<file path="src/design/chip8_ram.sv">
`timescale 1ns / 1ps
// ----------------------------------------------------------------------------
// chip8_ram
// Generic single write port, single read port ram with registered read.
// ----------------------------------------------------------------------------
module chip8_ram #(
  parameter int unsigned Width = 8,
  parameter int unsigned Depth = 16,
  localparam int unsigned AW   = (Depth > 1) ? $clog2(Depth) : 1
) (
  input  logic             clk_i,
  input  logic             we_i,
  input  logic [AW-1:0]    waddr_i,
  input  logic [Width-1:0] wdata_i,
  input  logic [AW-1:0]    raddr_i,
  output logic [Width-1:0] rdata_o
);

  logic [Width-1:0] mem_q [Depth];
  logic [Width-1:0] rdata_q;

  always_ff @(posedge clk_i) begin
    if (we_i) begin
      mem_q[waddr_i] <= wdata_i;
    end
    rdata_q <= mem_q[raddr_i];
  end

  assign rdata_o = rdata_q;

endmodule
</file>
<file path="config.mk">
export PLATFORM = sky130hd
export DESIGN_NAME = chip8_ram
export DESIGN_NICKNAME = d
export VERILOG_FILES = /design/src/design/chip8_ram.sv
export SDC_FILE = /design/constraint.sdc
export NUM_CORES = 1
export LEC_CHECK = 0
export ABC_AREA = 1
export BUFFER_PORTS_ARGS = -buffer_cell sky130_fd_sc_hd__buf_2
export CAP_MARGIN = 5
export CORE_MARGIN = 2
export CORE_UTILIZATION = 25
export DETAILED_ROUTE_END_ITERATION = 7
export SLEW_MARGIN = 20
export SYNTH_ARGS = -nofsm -noshare
export SYNTH_HDL_FRONTEND = slang
export SYNTH_SLANG_ARGS = --single-unit
</file>
<file path="constraint.sdc">
create_clock -name clk_i -period 1.1 [get_ports clk_i]
set_clock_uncertainty 0.05 [all_clocks]
set_input_delay 0.11 -clock clk_i [delete_from_list [all_inputs] [get_ports clk_i]]
set_output_delay 0.11 -clock clk_i [all_outputs]
set_load 0.01 [all_outputs]
</file>
======== After elaboration in Yosys (flattened, before gate mapping) ========
Memories as Yosys holds them, arrays and structs flattened. A register that Yosys moved wholly into a read port is not among the register bits.
Index checks and enable logic that the tools add are counted.
storage, ports and cells
  memories kept ........................... 1
  output and inout port bits .............. 8
  bits of input ports ..................... 18
  memory bits (writable) .................. 128
  bits in registers ....................... 0
memories
  memory  depth  bits a word  rd ports  clocked after memory_dff  write ports  RTL line  source
  mem_q   16     8            1         1                         1            19        logic [Width-1:0] mem_q [Depth];
operators by class
  multiplexer cells ....................... 2
operators with widths
  kind               count
  two-way mux 1 bit  2

======== Longest topological paths before layout ========
  depth in word-level cells ............... 2
  gate-level depth with buffers ........... 8
  depth with buffers taken out ............ 7

======== Worst setup path after synthesis ========
No wires, ideal clock.
  path type ............................... input to register
  from .................................... in waddr_i[3]
  to ...................................... mem mem_q[4][0] (enable)
  library setup time ...................... 370 ps
  buffers on the path ..................... 0
  required time ........................... 680 ps
  setup slack ............................. -11 ps
  arrival ................................. 691 ps
  stages .................................. 2
  cells stage by stage .................... nand3b_1 nor2_1
RTL lines
  element      RTL line  source
  from (decl)  13        input logic [AW-1:0] waddr_i,
  to (decl)    19
Straight into the memory's write port.

======== Worst setup path in the final report ========
  from .................................... reg rdata_q[3] (netlist: rdata_o[3]) (read register of mem_q)
  to ...................................... out rdata_o[3]
RTL lines
  element      RTL line  source
  from (decl)  20        logic [Width-1:0] rdata_q;
  to (decl)    16        output logic [Width-1:0] rdata_o
No word-level cell between the ends.

==> summary.txt <==
Placement
  – Post-placement setup slack: -0.223 ns
  – RD Place Congestion: 0.793
  – PortBufs: 25
  – Placed insts: between 800 and 900
  – DP HPWL: between 8 and 9 mm

Routing
  – Metal-1 WL: around 6.2 mm
  – DR WL met3: roughly 740 um
  – Final wirelength: 13.6 mm
  – DR WL/cell: about 15 um
  – Number of antenna-violating nets in the routed design: 0
  – DRC errors left: 0
  – Met2 WL: 6.43 mm
  – Pre-Repair DR Iteration Count: 5
  – Via count: approximately 3.9k
  – Via/cell ratio: about 4.3
  – DR top layer: met4
  – First DRT Iteration DRCs: 250

Finish
  – Non-filler cells, final: between 900 and 1k
  – Commonest non-fill, non-tap cell in the layout: nand2_1
  – Antenna Cells: 0
  – Share of layout cells above drive strength 1: around 17%
  – Area Overhead vs Synth: 22.9%
  – Fill count: between 2k and 2.5k
  – Multi-input gate area: between 1000 and 1500 um^2
  – Post-Route Utilization: 31.3%
  – Register area: 4010 um^2
  – Fin nets: 626
  – Most frequent cells in the layout: 173 x nand2_1, 128 x edfxtp_1, 100 x inv_1, 92 x nand3_1, 33 x buf_4

Clock network
  – Postcts setup bufs: 0
  – Clk sinks: ~140
  – Reg clk slew, reported paths: around 0.06 ns
  – CTS root buffer: clkbuf_16
  – Cts repair resizes: 9
  – Hold_buf cts: 0
  – CTS tree: done
  – Worst-skew pair later-pin latency: between 0.4 and 0.5 ns
  – H-tree level count: 4
  – Maximum root-to-sink buffer count: 2
  – Num CTS Buffers: 17

Power
  – Max VDD drop: slightly above 900 uV
  – Power Density: between 1500 and 2000 nW/um^2
  – Power, Total: ~12,000 uW
  – LEAKAGE: 0.00304 uW

Global routing
  – Largest net degree at the start of global routing: 51
  – Initial antenna violation count: 0
  – Total GRT Usage: between 10% and 20%
  – First-pass GRT wire length: roughly 21 mm
  – Vias in the first global route: around 3.7k
  – Total gr overflow: 0

STA
  – Setup TNS: 0 ns
  – Minimum clock period: between 1 and 1.5 ns
  – Worst-Margin Slew: about 0.37 ns
  – Fmax: around 940 MHz
  – Worst Slack Setup Final: approximately 0.034 ns
  – Fin. max-slew vios: 0
  – Final Hold Fails: 0
  – Period utilisation layout: a little over nine tenths
  – RSZ-0062 raised after global routing: no
  – Slew margin rel.: around three quarters
  – Final setup fails: 0

Synthesis
  – Mapped Area: between 5000 and 6000 um^2
  – Ys Warns: 0
  – Yosys reg bits: between 100 and 150
  – Yosys cell types: 12
  – Sequential share of the synthesized area: 69.4%
  – Synthesized area per cell: ~10 um^2
  – Synthesized instance count: 551
  – Net Count, Synth: between 500 and 600

Worst setup path
  – CP max FO: 1
  – CP endpoint kind: primary output
  – Required time worst endpoint: approximately 0.94 ns
  – CP Class: reg2out
  – CP delay by family, top: flip-flops
  – Arr. time, crit path: approximately 0.91 ns
  – Worst Setup SP: rdata_o[3]$_DFF_P_
  – Crit-path max cell delay: approximately 0.37 ns
  – RR Startpoint: mem_q[5][2]$_DFFE_PP_
  – CP startpoint kind: flop
  – CP cell instances: buf_6
  – Bufs and invs on worst path: 1
  – Worst path slowest cell: dfxtp_2

Die
  – Placeable Area: 22,600 um^2
  – I/O pins: 26
  – Die area: roughly 24,000 um^2
  – Width of the die: 156 um
  – Initial core utilization: 25.5%
  – # rows: 55
  – Die H: 156 um

Job
  – Max Cap Viol: 0

Status
  – Status: completed

Min path
  – Worst hold start: wdata_i[1]
  – Hold Path Class: in2reg
-- worst paths after layout --
path / depth (start not counted) / end / slack [ns]
worst max-delay path: 1 / rdata_o[3] / 0.03
worst min-delay path: 1 / mem_q[12][1]$_DFFE_PP_ / 0.06
worst max register to register: 6 / rdata_o[2]$_DFF_P_ / 0.08
worst min register to register: 6 / rdata_o[3]$_DFF_P_ / 0.62
-- cell usage after synthesis, drive strengths merged --
cell type,number,area (um^2)
edfxtp,128,3840
dfxtp,8,160
nand3,97,485
buf,24,166
nor2,17,63.8
nand3b,2,15.0
inv,102,383
nand2,173,649
-- area by class of cell --
type | instances | share of cell area (%)
flip-flops and latches | 136 | 56.6
multi-input cells | 289 | 17.5
repair buffers | 62 | 6.99
clock buffers | 17 | 6.00
inverters | 102 | 5.40
well taps | 285 | 5.03
clock inverters | 15 | 2.49
-- flip-flops by register name, indices dropped and copies added (netlist names) --
register  flops
rdata_o       8
mem_q       128
-- report_power, final --
part	total (uW)	internal (uW)	switching [uW]
Sequential	5850	5800	51.5
Combinational	815	285	530
Clock	5700	3570	2130
-- routing by layer --
| metal | up-vias | GRT usage (%) |
|---|---|---|
| met2 | 114 | 18.5 |
| li1 | 1888 | - |
| met1 | 1843 | 15.5 |
| met5 | - | 0 |
| met4 | 0 | 4.72 |
| met3 | 17 | 2.97 |
-- metrics by stage --
step                      hold slack, ns  instance area (um^2)
after floorplan                    0.159                  5770
after global placement             0.475                  6430
after detailed placement           0.476                  6430
after CTS                         0.0453                  7050
after global routing              0.0574                  7090
final                             0.0578                  7090
-- cell families (layout without fill, tap and decap cells) --
group | Yosys count | count (layout) | synth area share, %
buf+inv | 126 | 196 | 9.52
flops | 136 | 136 | 69.4
simple gates | 289 | 289 | 21.0
Power figures use the tool's default switching activity.
